[src/design/assert_macros.svh]
// Assertion macros shared by the bump debounce and scaler design.
// No dependencies; included by files that carry concurrent checks.
`ifndef ASSERT_MACROS_SVH
`define ASSERT_MACROS_SVH
`ifndef SYNTHESIS
// Check that a property holds at every clock edge outside reset.
`define ASSERT_AT(lbl, clk, rst_n, prop) \
	lbl: assert property (@(posedge clk) disable iff (!rst_n) (prop)) \
		else $error("assertion failed");
// Check that a boolean condition never occurs outside reset.
`define ASSERT_NEVER(lbl, clk, rst_n, prop) \
	lbl: assert property (@(posedge clk) disable iff (!rst_n) !(prop)) \
		else $error("forbidden condition seen");
`else
`define ASSERT_AT(lbl, clk, rst_n, prop)
`define ASSERT_NEVER(lbl, clk, rst_n, prop)
`endif
`endif

[src/design/bdss_pkg.sv]
// Package for the bump debounce, slew and speed scaler block.
// Holds configuration types, register indexes, reset values and constants.
package bdss_pkg;

	localparam int SCALE_W = 7;
	localparam int TIME_W  = 32;
	localparam int DEB_W   = 16;
	localparam int RAW_W   = 8;
	localparam int DRV_W   = 8;
	localparam int CFG_IDX_W  = 3;
	localparam int CFG_DATA_W = 16;

	// floor(x / 100) == (x * RECIP) >> RECIP_SHIFT for x below 43690
	localparam int RECIP       = 5243;
	localparam int RECIP_SHIFT = 19;
	localparam int FAC_W       = 20;

	localparam logic [RAW_W:0] STICK_CENTRE = 9'd128;

	localparam logic [SCALE_W-1:0] RST_DEADZONE  = 7'd10;
	localparam logic [DEB_W-1:0]   RST_DEBOUNCE  = 16'd50;
	localparam logic [SCALE_W-1:0] RST_COLLISION = 7'd40;
	localparam logic [SCALE_W-1:0] RST_NORMAL    = 7'd100;
	localparam logic [SCALE_W-1:0] RST_STEP      = 7'd12;

	localparam logic REQ_POLL = 1'b0;
	localparam logic REQ_JOY  = 1'b1;

	typedef enum logic [CFG_IDX_W-1:0] {
		REG_DEADZONE  = 3'd0,
		REG_DEBOUNCE  = 3'd1,
		REG_COLLISION = 3'd2,
		REG_NORMAL    = 3'd3,
		REG_STEP      = 3'd4
	} cfg_reg_t;

	typedef struct packed {
		logic [SCALE_W-1:0] deadzone;
		logic [DEB_W-1:0]   debounce_ms;
		logic [SCALE_W-1:0] bumped_pct;
		logic [SCALE_W-1:0] clear_pct;
		logic [SCALE_W-1:0] slew_step;
	} cfg_t;

endpackage

[src/design/bdss_req_if.sv]
// Request channel: valid/ready handshake carrying a poll tick or stick sample.
// Uses widths from bdss_pkg.
interface bdss_req_if;
	logic                            valid;
	logic                            ready;
	logic                            req_type;
	logic [bdss_pkg::TIME_W-1:0]     now_ms;
	logic                            right_switch_level;
	logic                            left_switch_level;
	logic [bdss_pkg::RAW_W-1:0]      left_stick_raw;
	logic [bdss_pkg::RAW_W-1:0]      right_stick_raw;

	modport source (
		output valid, req_type, now_ms, right_switch_level, left_switch_level,
			left_stick_raw, right_stick_raw,
		input  ready
	);
	modport sink (
		input  valid, req_type, now_ms, right_switch_level, left_switch_level,
			left_stick_raw, right_stick_raw,
		output ready
	);
endinterface

[src/design/bdss_res_if.sv]
// Result channel: valid/ready handshake carrying scales and drive commands.
// Uses widths from bdss_pkg.
interface bdss_res_if;
	logic                                valid;
	logic                                ready;
	logic [bdss_pkg::SCALE_W-1:0]        left_scale_now;
	logic [bdss_pkg::SCALE_W-1:0]        right_scale_now;
	logic                                drive_valid;
	logic signed [bdss_pkg::DRV_W-1:0]   left_drive;
	logic signed [bdss_pkg::DRV_W-1:0]   right_drive;

	modport source (
		output valid, left_scale_now, right_scale_now, drive_valid,
			left_drive, right_drive,
		input  ready
	);
	modport sink (
		input  valid, left_scale_now, right_scale_now, drive_valid,
			left_drive, right_drive,
		output ready
	);
endinterface

[src/design/bdss_switch.sv]
// One debounced bump switch with the target scale it sets for the far side.
// Depends on bdss_pkg.
module bdss_switch (
	input  logic                            clk,
	input  logic                            arst_n,
	input  logic                            en,
	input  logic                            level,
	input  logic [bdss_pkg::TIME_W-1:0]     now_ms,
	input  bdss_pkg::cfg_t                  cfg,
	output logic [bdss_pkg::SCALE_W-1:0]    target_nxt
);
	import bdss_pkg::*;

	logic                level_q;
	logic [TIME_W-1:0]   stamp_q;
	logic [SCALE_W-1:0]  target_q;
	logic [TIME_W-1:0]   elapsed;
	logic                take;

	// Elapsed time wraps modulo 2^32
	assign elapsed = now_ms - stamp_q;
	assign take = en && (level != level_q)
		&& (elapsed > {{(TIME_W-DEB_W){1'b0}}, cfg.debounce_ms});

	assign target_nxt = take ? (level ? cfg.clear_pct : cfg.bumped_pct) : target_q;

	always_ff @(posedge clk or negedge arst_n) begin
		if (!arst_n) begin
			level_q  <= 1'b1;
			stamp_q  <= '0;
			target_q <= RST_NORMAL;
		end else if (take) begin
			level_q  <= level;
			stamp_q  <= now_ms;
			target_q <= target_nxt;
		end
	end
endmodule

[src/design/bdss_scale.sv]
// Slew-limited scale of one motor side, with its registered divide factor.
// Depends on bdss_pkg.
module bdss_scale (
	input  logic                            clk,
	input  logic                            arst_n,
	input  logic                            en,
	input  logic [bdss_pkg::SCALE_W-1:0]    target,
	input  logic [bdss_pkg::SCALE_W-1:0]    step,
	output logic [bdss_pkg::SCALE_W-1:0]    scale,
	output logic [bdss_pkg::SCALE_W-1:0]    scale_nxt,
	output logic [bdss_pkg::FAC_W-1:0]      fac
);
	import bdss_pkg::*;

	logic [SCALE_W-1:0] scale_q;
	logic [FAC_W-1:0]   fac_q;
	logic [SCALE_W:0]   up;
	logic [SCALE_W:0]   lim;
	logic [SCALE_W-1:0] slewed;

	assign up  = {1'b0, scale_q} + {1'b0, step};
	assign lim = {1'b0, target} + {1'b0, step};

	// Move toward the target and clamp there
	always_comb begin
		if (scale_q < target) begin
			slewed = (up > {1'b0, target}) ? target : up[SCALE_W-1:0];
		end else if (scale_q > target) begin
			slewed = ({1'b0, scale_q} < lim) ? target : scale_q - step;
		end else begin
			slewed = scale_q;
		end
	end

	assign scale_nxt = en ? slewed : scale_q;
	assign scale     = scale_q;
	assign fac       = fac_q;

	always_ff @(posedge clk or negedge arst_n) begin
		if (!arst_n) begin
			scale_q <= RST_NORMAL;
			fac_q   <= FAC_W'(RST_NORMAL) * FAC_W'(RECIP);
		end else if (en) begin
			scale_q <= slewed;
			fac_q   <= FAC_W'(slewed) * FAC_W'(RECIP);
		end
	end
endmodule

[src/design/bdss_drive.sv]
// Centre, deadzone and scale one stick byte into a saturated signed command.
// Depends on bdss_pkg.
module bdss_drive (
	input  logic [bdss_pkg::RAW_W-1:0]        raw,
	input  logic [bdss_pkg::SCALE_W-1:0]      deadzone,
	input  logic [bdss_pkg::FAC_W-1:0]        fac,
	output logic signed [bdss_pkg::DRV_W-1:0] drive
);
	import bdss_pkg::*;

	localparam int PROD_W = RAW_W + FAC_W;
	localparam int Q_W    = PROD_W - RECIP_SHIFT;

	logic [RAW_W:0]   v;
	logic             neg;
	logic [RAW_W:0]   mag;
	logic [RAW_W-1:0] mag_eff;
	logic [PROD_W-1:0] prod;
	logic [Q_W-1:0]   q;

	assign v   = {1'b0, raw} - STICK_CENTRE;
	assign neg = v[RAW_W];
	assign mag = neg ? (~v + 1'b1) : v;
	// Force zero inside the deadzone
	assign mag_eff = (mag < {2'b00, deadzone}) ? '0 : mag[RAW_W-1:0];
	assign prod = PROD_W'(mag_eff) * PROD_W'(fac);
	assign q    = prod[PROD_W-1:RECIP_SHIFT];

	always_comb begin
		if (!neg) begin
			drive = (q > Q_W'(127)) ? 8'sd127 : signed'(q[DRV_W-1:0]);
		end else begin
			drive = (q > Q_W'(128)) ? -8'sd128 : signed'(DRV_W'(~q + 1'b1));
		end
	end
endmodule

[src/design/bump_debounce_slew_speed_scaler_core.sv]
// Top level of the bump debounce, slew and speed scaler block.
// Depends on bdss_pkg, bdss_req_if, bdss_res_if, bdss_switch, bdss_scale,
// bdss_drive and assert_macros.svh.
//
// Usage:
//   req carries items of two kinds. A poll tick (req_type 0) brings both bump
//   switch levels and a millisecond stamp; a debounced change of the right
//   switch retargets the left scale and vice versa, then both scales slew one
//   step toward their targets. A joystick item (req_type 1) brings two stick
//   bytes, which are centred, deadzoned and scaled by the current side scale.
//   res returns exactly one item per request, in order.
//   Throughput: one item per cycle while res is ready; all state update and
//   scaling sits in the single stage between the input stage and the result
//   register, the widest path being one 8x20 multiply for the divide by 100.
//   Configuration is a plain write port; the user must write it only while
//   the block is idle, which the block itself does not enforce.
//   Reset: targets and scales return to 100, switches to released, stamps
//   to 0, registers to their defaults, both channels empty.
//   Stall: while res is held the result register keeps its item and one
//   more waits in the input stage; req drops ready only when both are full.
`include "assert_macros.svh"
module bump_debounce_slew_speed_scaler_core (
	input  logic                              clk,
	input  logic                              arst_n,
	input  logic                              cfg_wr_en,
	input  logic [bdss_pkg::CFG_IDX_W-1:0]    cfg_index,
	input  logic [bdss_pkg::CFG_DATA_W-1:0]   cfg_data,
	bdss_req_if.sink                          req,
	bdss_res_if.source                        res
);
	import bdss_pkg::*;

	cfg_t cfg_q;

	// Input stage
	logic               valid_s1;
	logic               type_s1;
	logic [TIME_W-1:0]  now_s1;
	logic               rlev_s1;
	logic               llev_s1;
	logic [RAW_W-1:0]   lraw_s1;
	logic [RAW_W-1:0]   rraw_s1;

	// Result register
	logic                     res_valid_q;
	logic [SCALE_W-1:0]       lscale_q;
	logic [SCALE_W-1:0]       rscale_q;
	logic                     dvalid_q;
	logic signed [DRV_W-1:0]  ldrive_q;
	logic signed [DRV_W-1:0]  rdrive_q;

	logic advance;
	logic poll_en;
	logic [SCALE_W-1:0] left_tgt_nxt, right_tgt_nxt;
	logic [SCALE_W-1:0] left_scale, right_scale;
	logic [SCALE_W-1:0] left_scale_nxt, right_scale_nxt;
	logic [FAC_W-1:0]   left_fac, right_fac;
	logic signed [DRV_W-1:0] left_drv, right_drv;

	// Advance the input stage whenever the result register is free or drains
	assign advance   = valid_s1 && (!res_valid_q || res.ready);
	assign req.ready = !valid_s1 || advance;
	assign poll_en   = advance && (type_s1 == REQ_POLL);

	// Configuration writes; drop unlisted indexes
	always_ff @(posedge clk or negedge arst_n) begin
		if (!arst_n) begin
			cfg_q.deadzone    <= RST_DEADZONE;
			cfg_q.debounce_ms <= RST_DEBOUNCE;
			cfg_q.bumped_pct  <= RST_COLLISION;
			cfg_q.clear_pct   <= RST_NORMAL;
			cfg_q.slew_step   <= RST_STEP;
		end else if (cfg_wr_en) begin
			case (cfg_reg_t'(cfg_index))
				REG_DEADZONE:  cfg_q.deadzone    <= cfg_data[SCALE_W-1:0];
				REG_DEBOUNCE:  cfg_q.debounce_ms <= cfg_data[DEB_W-1:0];
				REG_COLLISION: cfg_q.bumped_pct  <= cfg_data[SCALE_W-1:0];
				REG_NORMAL:    cfg_q.clear_pct   <= cfg_data[SCALE_W-1:0];
				REG_STEP:      cfg_q.slew_step   <= cfg_data[SCALE_W-1:0];
				default: begin
				end
			endcase
		end
	end

	// Input stage: valid under reset, payload captured on acceptance
	always_ff @(posedge clk or negedge arst_n) begin
		if (!arst_n) begin
			valid_s1 <= 1'b0;
		end else if (req.ready) begin
			valid_s1 <= req.valid;
		end
	end

	always_ff @(posedge clk) begin
		if (req.valid && req.ready) begin
			type_s1 <= req.req_type;
			now_s1  <= req.now_ms;
			rlev_s1 <= req.right_switch_level;
			llev_s1 <= req.left_switch_level;
			lraw_s1 <= req.left_stick_raw;
			rraw_s1 <= req.right_stick_raw;
		end
	end

	// Crosswise: the right switch sets the left target
	bdss_switch u_right_sw (
		.clk        (clk),
		.arst_n     (arst_n),
		.en         (poll_en),
		.level      (rlev_s1),
		.now_ms     (now_s1),
		.cfg        (cfg_q),
		.target_nxt (left_tgt_nxt)
	);

	bdss_switch u_left_sw (
		.clk        (clk),
		.arst_n     (arst_n),
		.en         (poll_en),
		.level      (llev_s1),
		.now_ms     (now_s1),
		.cfg        (cfg_q),
		.target_nxt (right_tgt_nxt)
	);

	bdss_scale u_left_scale (
		.clk       (clk),
		.arst_n    (arst_n),
		.en        (poll_en),
		.target    (left_tgt_nxt),
		.step      (cfg_q.slew_step),
		.scale     (left_scale),
		.scale_nxt (left_scale_nxt),
		.fac       (left_fac)
	);

	bdss_scale u_right_scale (
		.clk       (clk),
		.arst_n    (arst_n),
		.en        (poll_en),
		.target    (right_tgt_nxt),
		.step      (cfg_q.slew_step),
		.scale     (right_scale),
		.scale_nxt (right_scale_nxt),
		.fac       (right_fac)
	);

	// Stick items use the scales as they stand; tick results discard these drives
	bdss_drive u_left_drv (
		.raw      (lraw_s1),
		.deadzone (cfg_q.deadzone),
		.fac      (left_fac),
		.drive    (left_drv)
	);

	bdss_drive u_right_drv (
		.raw      (rraw_s1),
		.deadzone (cfg_q.deadzone),
		.fac      (right_fac),
		.drive    (right_drv)
	);

	// Result register: set on advance, clear once taken
	always_ff @(posedge clk or negedge arst_n) begin
		if (!arst_n) begin
			res_valid_q <= 1'b0;
		end else if (advance) begin
			res_valid_q <= 1'b1;
		end else if (res.ready) begin
			res_valid_q <= 1'b0;
		end
	end

	always_ff @(posedge clk) begin
		if (advance) begin
			lscale_q <= left_scale_nxt;
			rscale_q <= right_scale_nxt;
			dvalid_q <= (type_s1 == REQ_JOY);
			ldrive_q <= (type_s1 == REQ_JOY) ? left_drv : '0;
			rdrive_q <= (type_s1 == REQ_JOY) ? right_drv : '0;
		end
	end

	assign res.valid           = res_valid_q;
	assign res.left_scale_now  = lscale_q;
	assign res.right_scale_now = rscale_q;
	assign res.drive_valid     = dvalid_q;
	assign res.left_drive      = ldrive_q;
	assign res.right_drive     = rdrive_q;

	// Hold off requests only when both stages are full and the result is stalled
	`ASSERT_AT(a_ready_stall, clk, arst_n, !req.ready |-> (valid_s1 && res_valid_q && !res.ready))
	// Each advance presents its item, with the kind carried through
	`ASSERT_AT(a_adv_kind, clk, arst_n, advance |=> (res.valid && (res.drive_valid == $past(type_s1))))
	// Tick results carry no drive
	`ASSERT_NEVER(a_tick_drive, clk, arst_n, res.valid && !res.drive_valid && (res.left_drive != 0 || res.right_drive != 0))
	// Divide factors track their scales
	`ASSERT_AT(a_fac_track, clk, arst_n, (left_fac == FAC_W'(left_scale) * FAC_W'(RECIP)) && (right_fac == FAC_W'(right_scale) * FAC_W'(RECIP)))
endmodule

[src/flat_wrapper.sv]
// flat-port wrapper written by rule: the top's interface ports become plain ports
module bump_debounce_slew_speed_scaler_core_flat import bdss_pkg::*;
  (clk, arst_n, cfg_wr_en, cfg_index, cfg_data, req_valid, req_req_type, req_now_ms, req_right_switch_level, req_left_switch_level, req_left_stick_raw, req_right_stick_raw, req_ready, res_valid, res_left_scale_now, res_right_scale_now, res_drive_valid, res_left_drive, res_right_drive, res_ready);
  bdss_req_if req_i ();
  bdss_res_if res_i ();
  input  logic clk;
  input  logic arst_n;
  input  logic cfg_wr_en;
  input  logic [bdss_pkg::CFG_IDX_W-1:0] cfg_index;
  input  logic [bdss_pkg::CFG_DATA_W-1:0] cfg_data;
  input wire logic [$bits(req_i.valid)-1:0] req_valid;
  input wire logic [$bits(req_i.req_type)-1:0] req_req_type;
  input wire logic [$bits(req_i.now_ms)-1:0] req_now_ms;
  input wire logic [$bits(req_i.right_switch_level)-1:0] req_right_switch_level;
  input wire logic [$bits(req_i.left_switch_level)-1:0] req_left_switch_level;
  input wire logic [$bits(req_i.left_stick_raw)-1:0] req_left_stick_raw;
  input wire logic [$bits(req_i.right_stick_raw)-1:0] req_right_stick_raw;
  output wire logic [$bits(req_i.ready)-1:0] req_ready;
  output wire logic [$bits(res_i.valid)-1:0] res_valid;
  output wire logic [$bits(res_i.left_scale_now)-1:0] res_left_scale_now;
  output wire logic [$bits(res_i.right_scale_now)-1:0] res_right_scale_now;
  output wire logic [$bits(res_i.drive_valid)-1:0] res_drive_valid;
  output wire logic [$bits(res_i.left_drive)-1:0] res_left_drive;
  output wire logic [$bits(res_i.right_drive)-1:0] res_right_drive;
  input wire logic [$bits(res_i.ready)-1:0] res_ready;
  assign req_i.valid = req_valid;
  assign req_i.req_type = req_req_type;
  assign req_i.now_ms = req_now_ms;
  assign req_i.right_switch_level = req_right_switch_level;
  assign req_i.left_switch_level = req_left_switch_level;
  assign req_i.left_stick_raw = req_left_stick_raw;
  assign req_i.right_stick_raw = req_right_stick_raw;
  assign req_ready = req_i.ready;
  assign res_valid = res_i.valid;
  assign res_left_scale_now = res_i.left_scale_now;
  assign res_right_scale_now = res_i.right_scale_now;
  assign res_drive_valid = res_i.drive_valid;
  assign res_left_drive = res_i.left_drive;
  assign res_right_drive = res_i.right_drive;
  assign res_i.ready = res_ready;
  bump_debounce_slew_speed_scaler_core u_core (.clk(clk), .arst_n(arst_n), .cfg_wr_en(cfg_wr_en), .cfg_index(cfg_index), .cfg_data(cfg_data), .req(req_i), .res(res_i));
endmodule
[config.mk]
export PLATFORM = sky130hd
export DESIGN_NAME = bump_debounce_slew_speed_scaler_core_flat
export DESIGN_NICKNAME = d
export VERILOG_FILES = /design/src/design/bdss_pkg.sv /design/src/design/bdss_req_if.sv /design/src/design/bdss_res_if.sv /design/src/design/bdss_switch.sv /design/src/design/bdss_scale.sv /design/src/design/bdss_drive.sv /design/src/design/bump_debounce_slew_speed_scaler_core.sv /design/src/flat_wrapper.sv
export VERILOG_INCLUDE_DIRS = /design/src /design/src/design
export SDC_FILE = /design/constraint.sdc
export NUM_CORES = 2
export LEC_CHECK = 0
export BUFFER_PORTS_ARGS = -buffer_cell sky130_fd_sc_hd__buf_2
export CORE_MARGIN = 10
export CORE_UTILIZATION = 50
export CTS_CLUSTER_SIZE = 12
export DETAILED_ROUTE_END_ITERATION = 7
export GPL_ROUTABILITY_DRIVEN = 0
export PLACE_DENSITY = 0.75
export SLEW_MARGIN = 0
export SYNTH_ARGS = -nofsm -noshare
export SYNTH_HDL_FRONTEND = slang
export SYNTH_SLANG_ARGS = --single-unit
[constraint.sdc]
create_clock -name clk -period 12.15 [get_ports clk]
set_clock_uncertainty 0.15 [all_clocks]
set_input_delay 0.6075 -clock clk [delete_from_list [all_inputs] [get_ports clk]]
set_output_delay 0.6075 -clock clk [all_outputs]
set_load 0.03 [all_outputs]
==> results summary <==
The total number of nets in the final design is 4,133. The worst setup path is captured at a flop. The slowest stage of the critical path is the fa_1 cell. The area of the multi-input gates came out at 21,400 um^2. The full die area came out at 70,700 um^2.

The library cells used most frequently in the layout, excluding fill and tap cells, are 460 x inv_1, 375 x ha_1, 371 x nand2_1. The mean instance size in the synthesized netlist is 9.20 um^2. The buffer cell driving the clock tree root is clkbuf_16. The tightest min-delay check is of the input port to flop type. The actual transition at the worst max-transition pin is 1.11 ns. From left edge to right edge, the die measures 266 um. The total nets after synthesis came out at 3,997.

The most numerous cell type found on the critical path is a21oi_2. Leaving out fill and tap cells, the most frequent cell in the layout is inv_1. The tightest hold margin came out at 0.0660 ns. The clock insertion delay at the later pin of the skew report is 0.56 ns. The length of the first detailed-routing pass in iterations is 5. The clock passes through at most 3 buffers. The maximum achievable frequency came out at 0.0853 GHz. The initial antenna violation count is 0. The detailed router's first-iteration violation count is 1,605.

The post-synthesis cell count is 3,286. The area of the mapped netlist came out at 30,200 um^2. The shortest clock period the worst path allows after layout came out at 11.72 ns. The die is 266 um tall. The most used flip-flop cell after synthesis is dfrtp_1. The storage element area came out at 7010 um^2. Clock-pin slew was measured on the worst setup and hold paths at 0.06 ns. The TritonCTS sink count came out at 262. The critical path launch point type is a flop. The proportion of synthesized flip-flops having asynchronous set or reset came out at 68.7%. Summing the areas of all xor and xnor instances in the mapped netlist gives 3.88% of the synthesized area. The residual overflow from global routing came out at 0. The highest cell delay on the worst timing path came out at 0.56 ns.

Global routing consumed, over all layers together, 20.6% of the routing resources. The placed instances occupy a cell area of 32,000 um^2. The ratio of final minimum period to clock period is 96.4%. The via total after detailed routing came out at 23,500.

The number of warnings printed during yosys synthesis is 0. Once detailed placement completed, the half-perimeter wirelength came to 55.8 mm. The final hold violation count came out at 0.

The CTS H-tree depth came out at 2. The starting utilization of the core area is 50.3%. The post-synthesis mux area share is 4.32%. The number of enable flip-flop cells after synthesis is 82. The number of rows in the core area came out at 90. The number of top-level pins came out at 108. Using the TritonRoute via totals, the vias-per-cell ratio works out to 5.56. The post-synthesis to final-layout area growth is 11.6%.

The data arrival time of the worst path is 12.03 ns. The number of global-route vias before repair is 24,000. Setup violations remaining at the end of the flow were counted as 0. The critical path is of the flop to flop type. The largest fanout on the critical path came out at 4. For this block, the routed nets add up to 72.9 mm of wire. The count of buffers inserted at the top-level ports came out at 107. At the worst endpoint, the required time is 12.47 ns. Summing the sequential cell areas from Yosys gives 23.2% of the chip area. The design area came out at 33,700 um^2. The number of inserted diodes came out at 0. TritonCTS built the clock tree. The run finished with clean final reports. The pin count of the biggest net entering global routing came out at 86. The share of the synthesized area in compound gates (AO/OA/AOI/OAI) is 13.8%. The first-pass GRT wire length is 120 mm. The remaining max-slew budget at the tightest pin came out at 25.0%. The number of buffers added by the clock tree synthesis step is 34. The number of different library cells used by synthesis comes to 99.

After detailed routing, the average wire length per cell comes to 17.2 um. The tool flagged a number of max-cap violations equal to 0. The synthesized netlist devotes 15.0% of its cell area to simple gates. In this run the standard cell core region covers 60,100 um^2. The DRC violations left is 0. The residual antenna-violating net count after detailed routing is 0. The count of state elements after synthesis is 262. The combinational family with the most area after synthesis is adder cells. The number of filler instances in the final layout is 5,255. The synthesized netlist devotes 32.6% of its cell area to adder and majority cells. The share of post-route cells with drive strength above 1 came out at 15.0%. The count of final max-slew check failures came to 0.
## layer usage
metal / GRT usage [%] / routed length (um) / vias up
met4: 6.22 / 1940 / 0
li1: - / - / 11400
met2: 35.6 / 35400 / 567
met5: 0 / 0 / -
met1: 26.6 / 32000 / 11400
met3: 2.54 / 3500 / 112
## state kept, by name, indices dropped and copies added (netlist names), 7 cells and up
register	count
u_core.u_right_scale.fac	20
u_core.res.left_drive	8
u_core.u_left_sw.target_q	7
u_core.u_right_scale.scale	7
u_core.u_left_scale.fac	20
u_core.lraw_s1	8
u_core.u_left_scale.scale	7
u_core.cfg_q	44
u_core.now_s1	32
u_core.u_left_sw.stamp_q	32
u_core.u_right_sw.stamp_q	32
u_core.rraw_s1	8
u_core.res.right_drive	8
u_core.u_right_sw.target_q	7
u_core.res.right_scale_now	7
u_core.res.left_scale_now	7
## synthesized netlist by cell type, types with 11 or more instances
master | number | area [um^2]
a31oi_1 | 20 | 125
nor2b_1 | 31 | 194
and3_1 | 17 | 106
nor3_1 | 42 | 210
clkbuf_1 | 72 | 270
nand3_1 | 39 | 195
o22ai_1 | 15 | 93.8
and2_1 | 149 | 932
a21oi_1 | 158 | 791
a211oi_1 | 14 | 105
mux2i_1 | 19 | 190
o211ai_1 | 13 | 97.6
o31ai_1 | 13 | 97.6
o21ai_0 | 163 | 816
edfxtp_1 | 82 | 2460
dfrtp_1 | 148 | 3700
o21a_1 | 27 | 203
xor2_1 | 48 | 420
inv_1 | 460 | 1730
nand4_1 | 29 | 181
a21o_1 | 69 | 518
or3_1 | 12 | 75.1
nand2_1 | 371 | 1390
nand2b_1 | 39 | 244
xnor2_1 | 86 | 753
nor2_1 | 122 | 458
dfstp_2 | 32 | 841
fa_1 | 252 | 5040
buf_2 | 11 | 55.1
o21bai_1 | 22 | 165
ha_1 | 384 | 4800
and4_1 | 14 | 123
mux2_2 | 99 | 1110
o21ai_1 | 11 | 55.1
buf_1 | 30 | 113
## cell families after synthesis
kind of cell	count (synthesis)
fa+ha+maj	636
xor+xnor	134
compound gates	641
flops	262
simple gates	917
buf+inv	578
mux	118
## path summary, 6_finish.rpt
kind	endpoint	start	slack, ns	depth (start not counted)
min reg2reg	u_core.u_right_sw.stamp_q[22]	u_core.u_right_sw.stamp_q[22]	0.35	1
max	u_core.u_left_scale.fac[19]	u_core.now_s1[3]	0.43	55
min	u_core.now_s1[10]	req_now_ms[10]	0.07	1
max reg2reg	u_core.u_left_scale.fac[19]	u_core.now_s1[3]	0.43	55
max in group asynchronous	u_core.cfg_q[18]	arst_n	10.19	3
min in group asynchronous	u_core.u_right_sw.stamp_q[22]	arst_n	0.49	2
## cell type report
type | instances | area share, %
Clock buffer | 49 | 3.09
Clock inverter | 13 | 0.441
Inverter | 463 | 5.15
Multi-Input combinational cell | 2446 | 63.6
Sequential cell | 262 | 20.8
Tap cell | 782 | 2.90
Timing Repair Buffer | 215 | 4.07
## worst max-delay path: cells and delay by family (launching register included)
family,cells,cell delay [ns]
xor gates and xnor gates,1,0.14
DFF,1,0.48
buffers and inverters,6,0.55
adders and majority gates,9,3.42
AOI/OAI and AO/OA,26,4.25
and+or+nand+nor,13,2.58
## through the flow
step	setup TNS (ns)	utilization [%]	setup slack (ns)	std cells
3_3_place_gp	-2.43	53.2	-0.769	4142
4_1_cts	0	55.2	0.0459	4205
5_1_grt	-0.261	56.1	-0.0915	4230
2_1_floorplan	0	-	0.770	3286
3_5_place_dp	-2.86	53.2	-0.850	4142
6_report	0	56.1	0.433	4230
## what timing repair did
item | 4_1_cts | 5_1_grt
setup buffers | 0 | 24
hold endpoints to repair | 5 | 0
endpoints found under the setup margin | 9 | 15
pin swaps | 3 | 29
gates cloned | 0 | 1
gates resized for setup | 8 | 73
hold buffers | 1 | 0
Power is not shown: default switching activity piles up to over one toggle a cycle in this logic, so the estimate is an artifact.
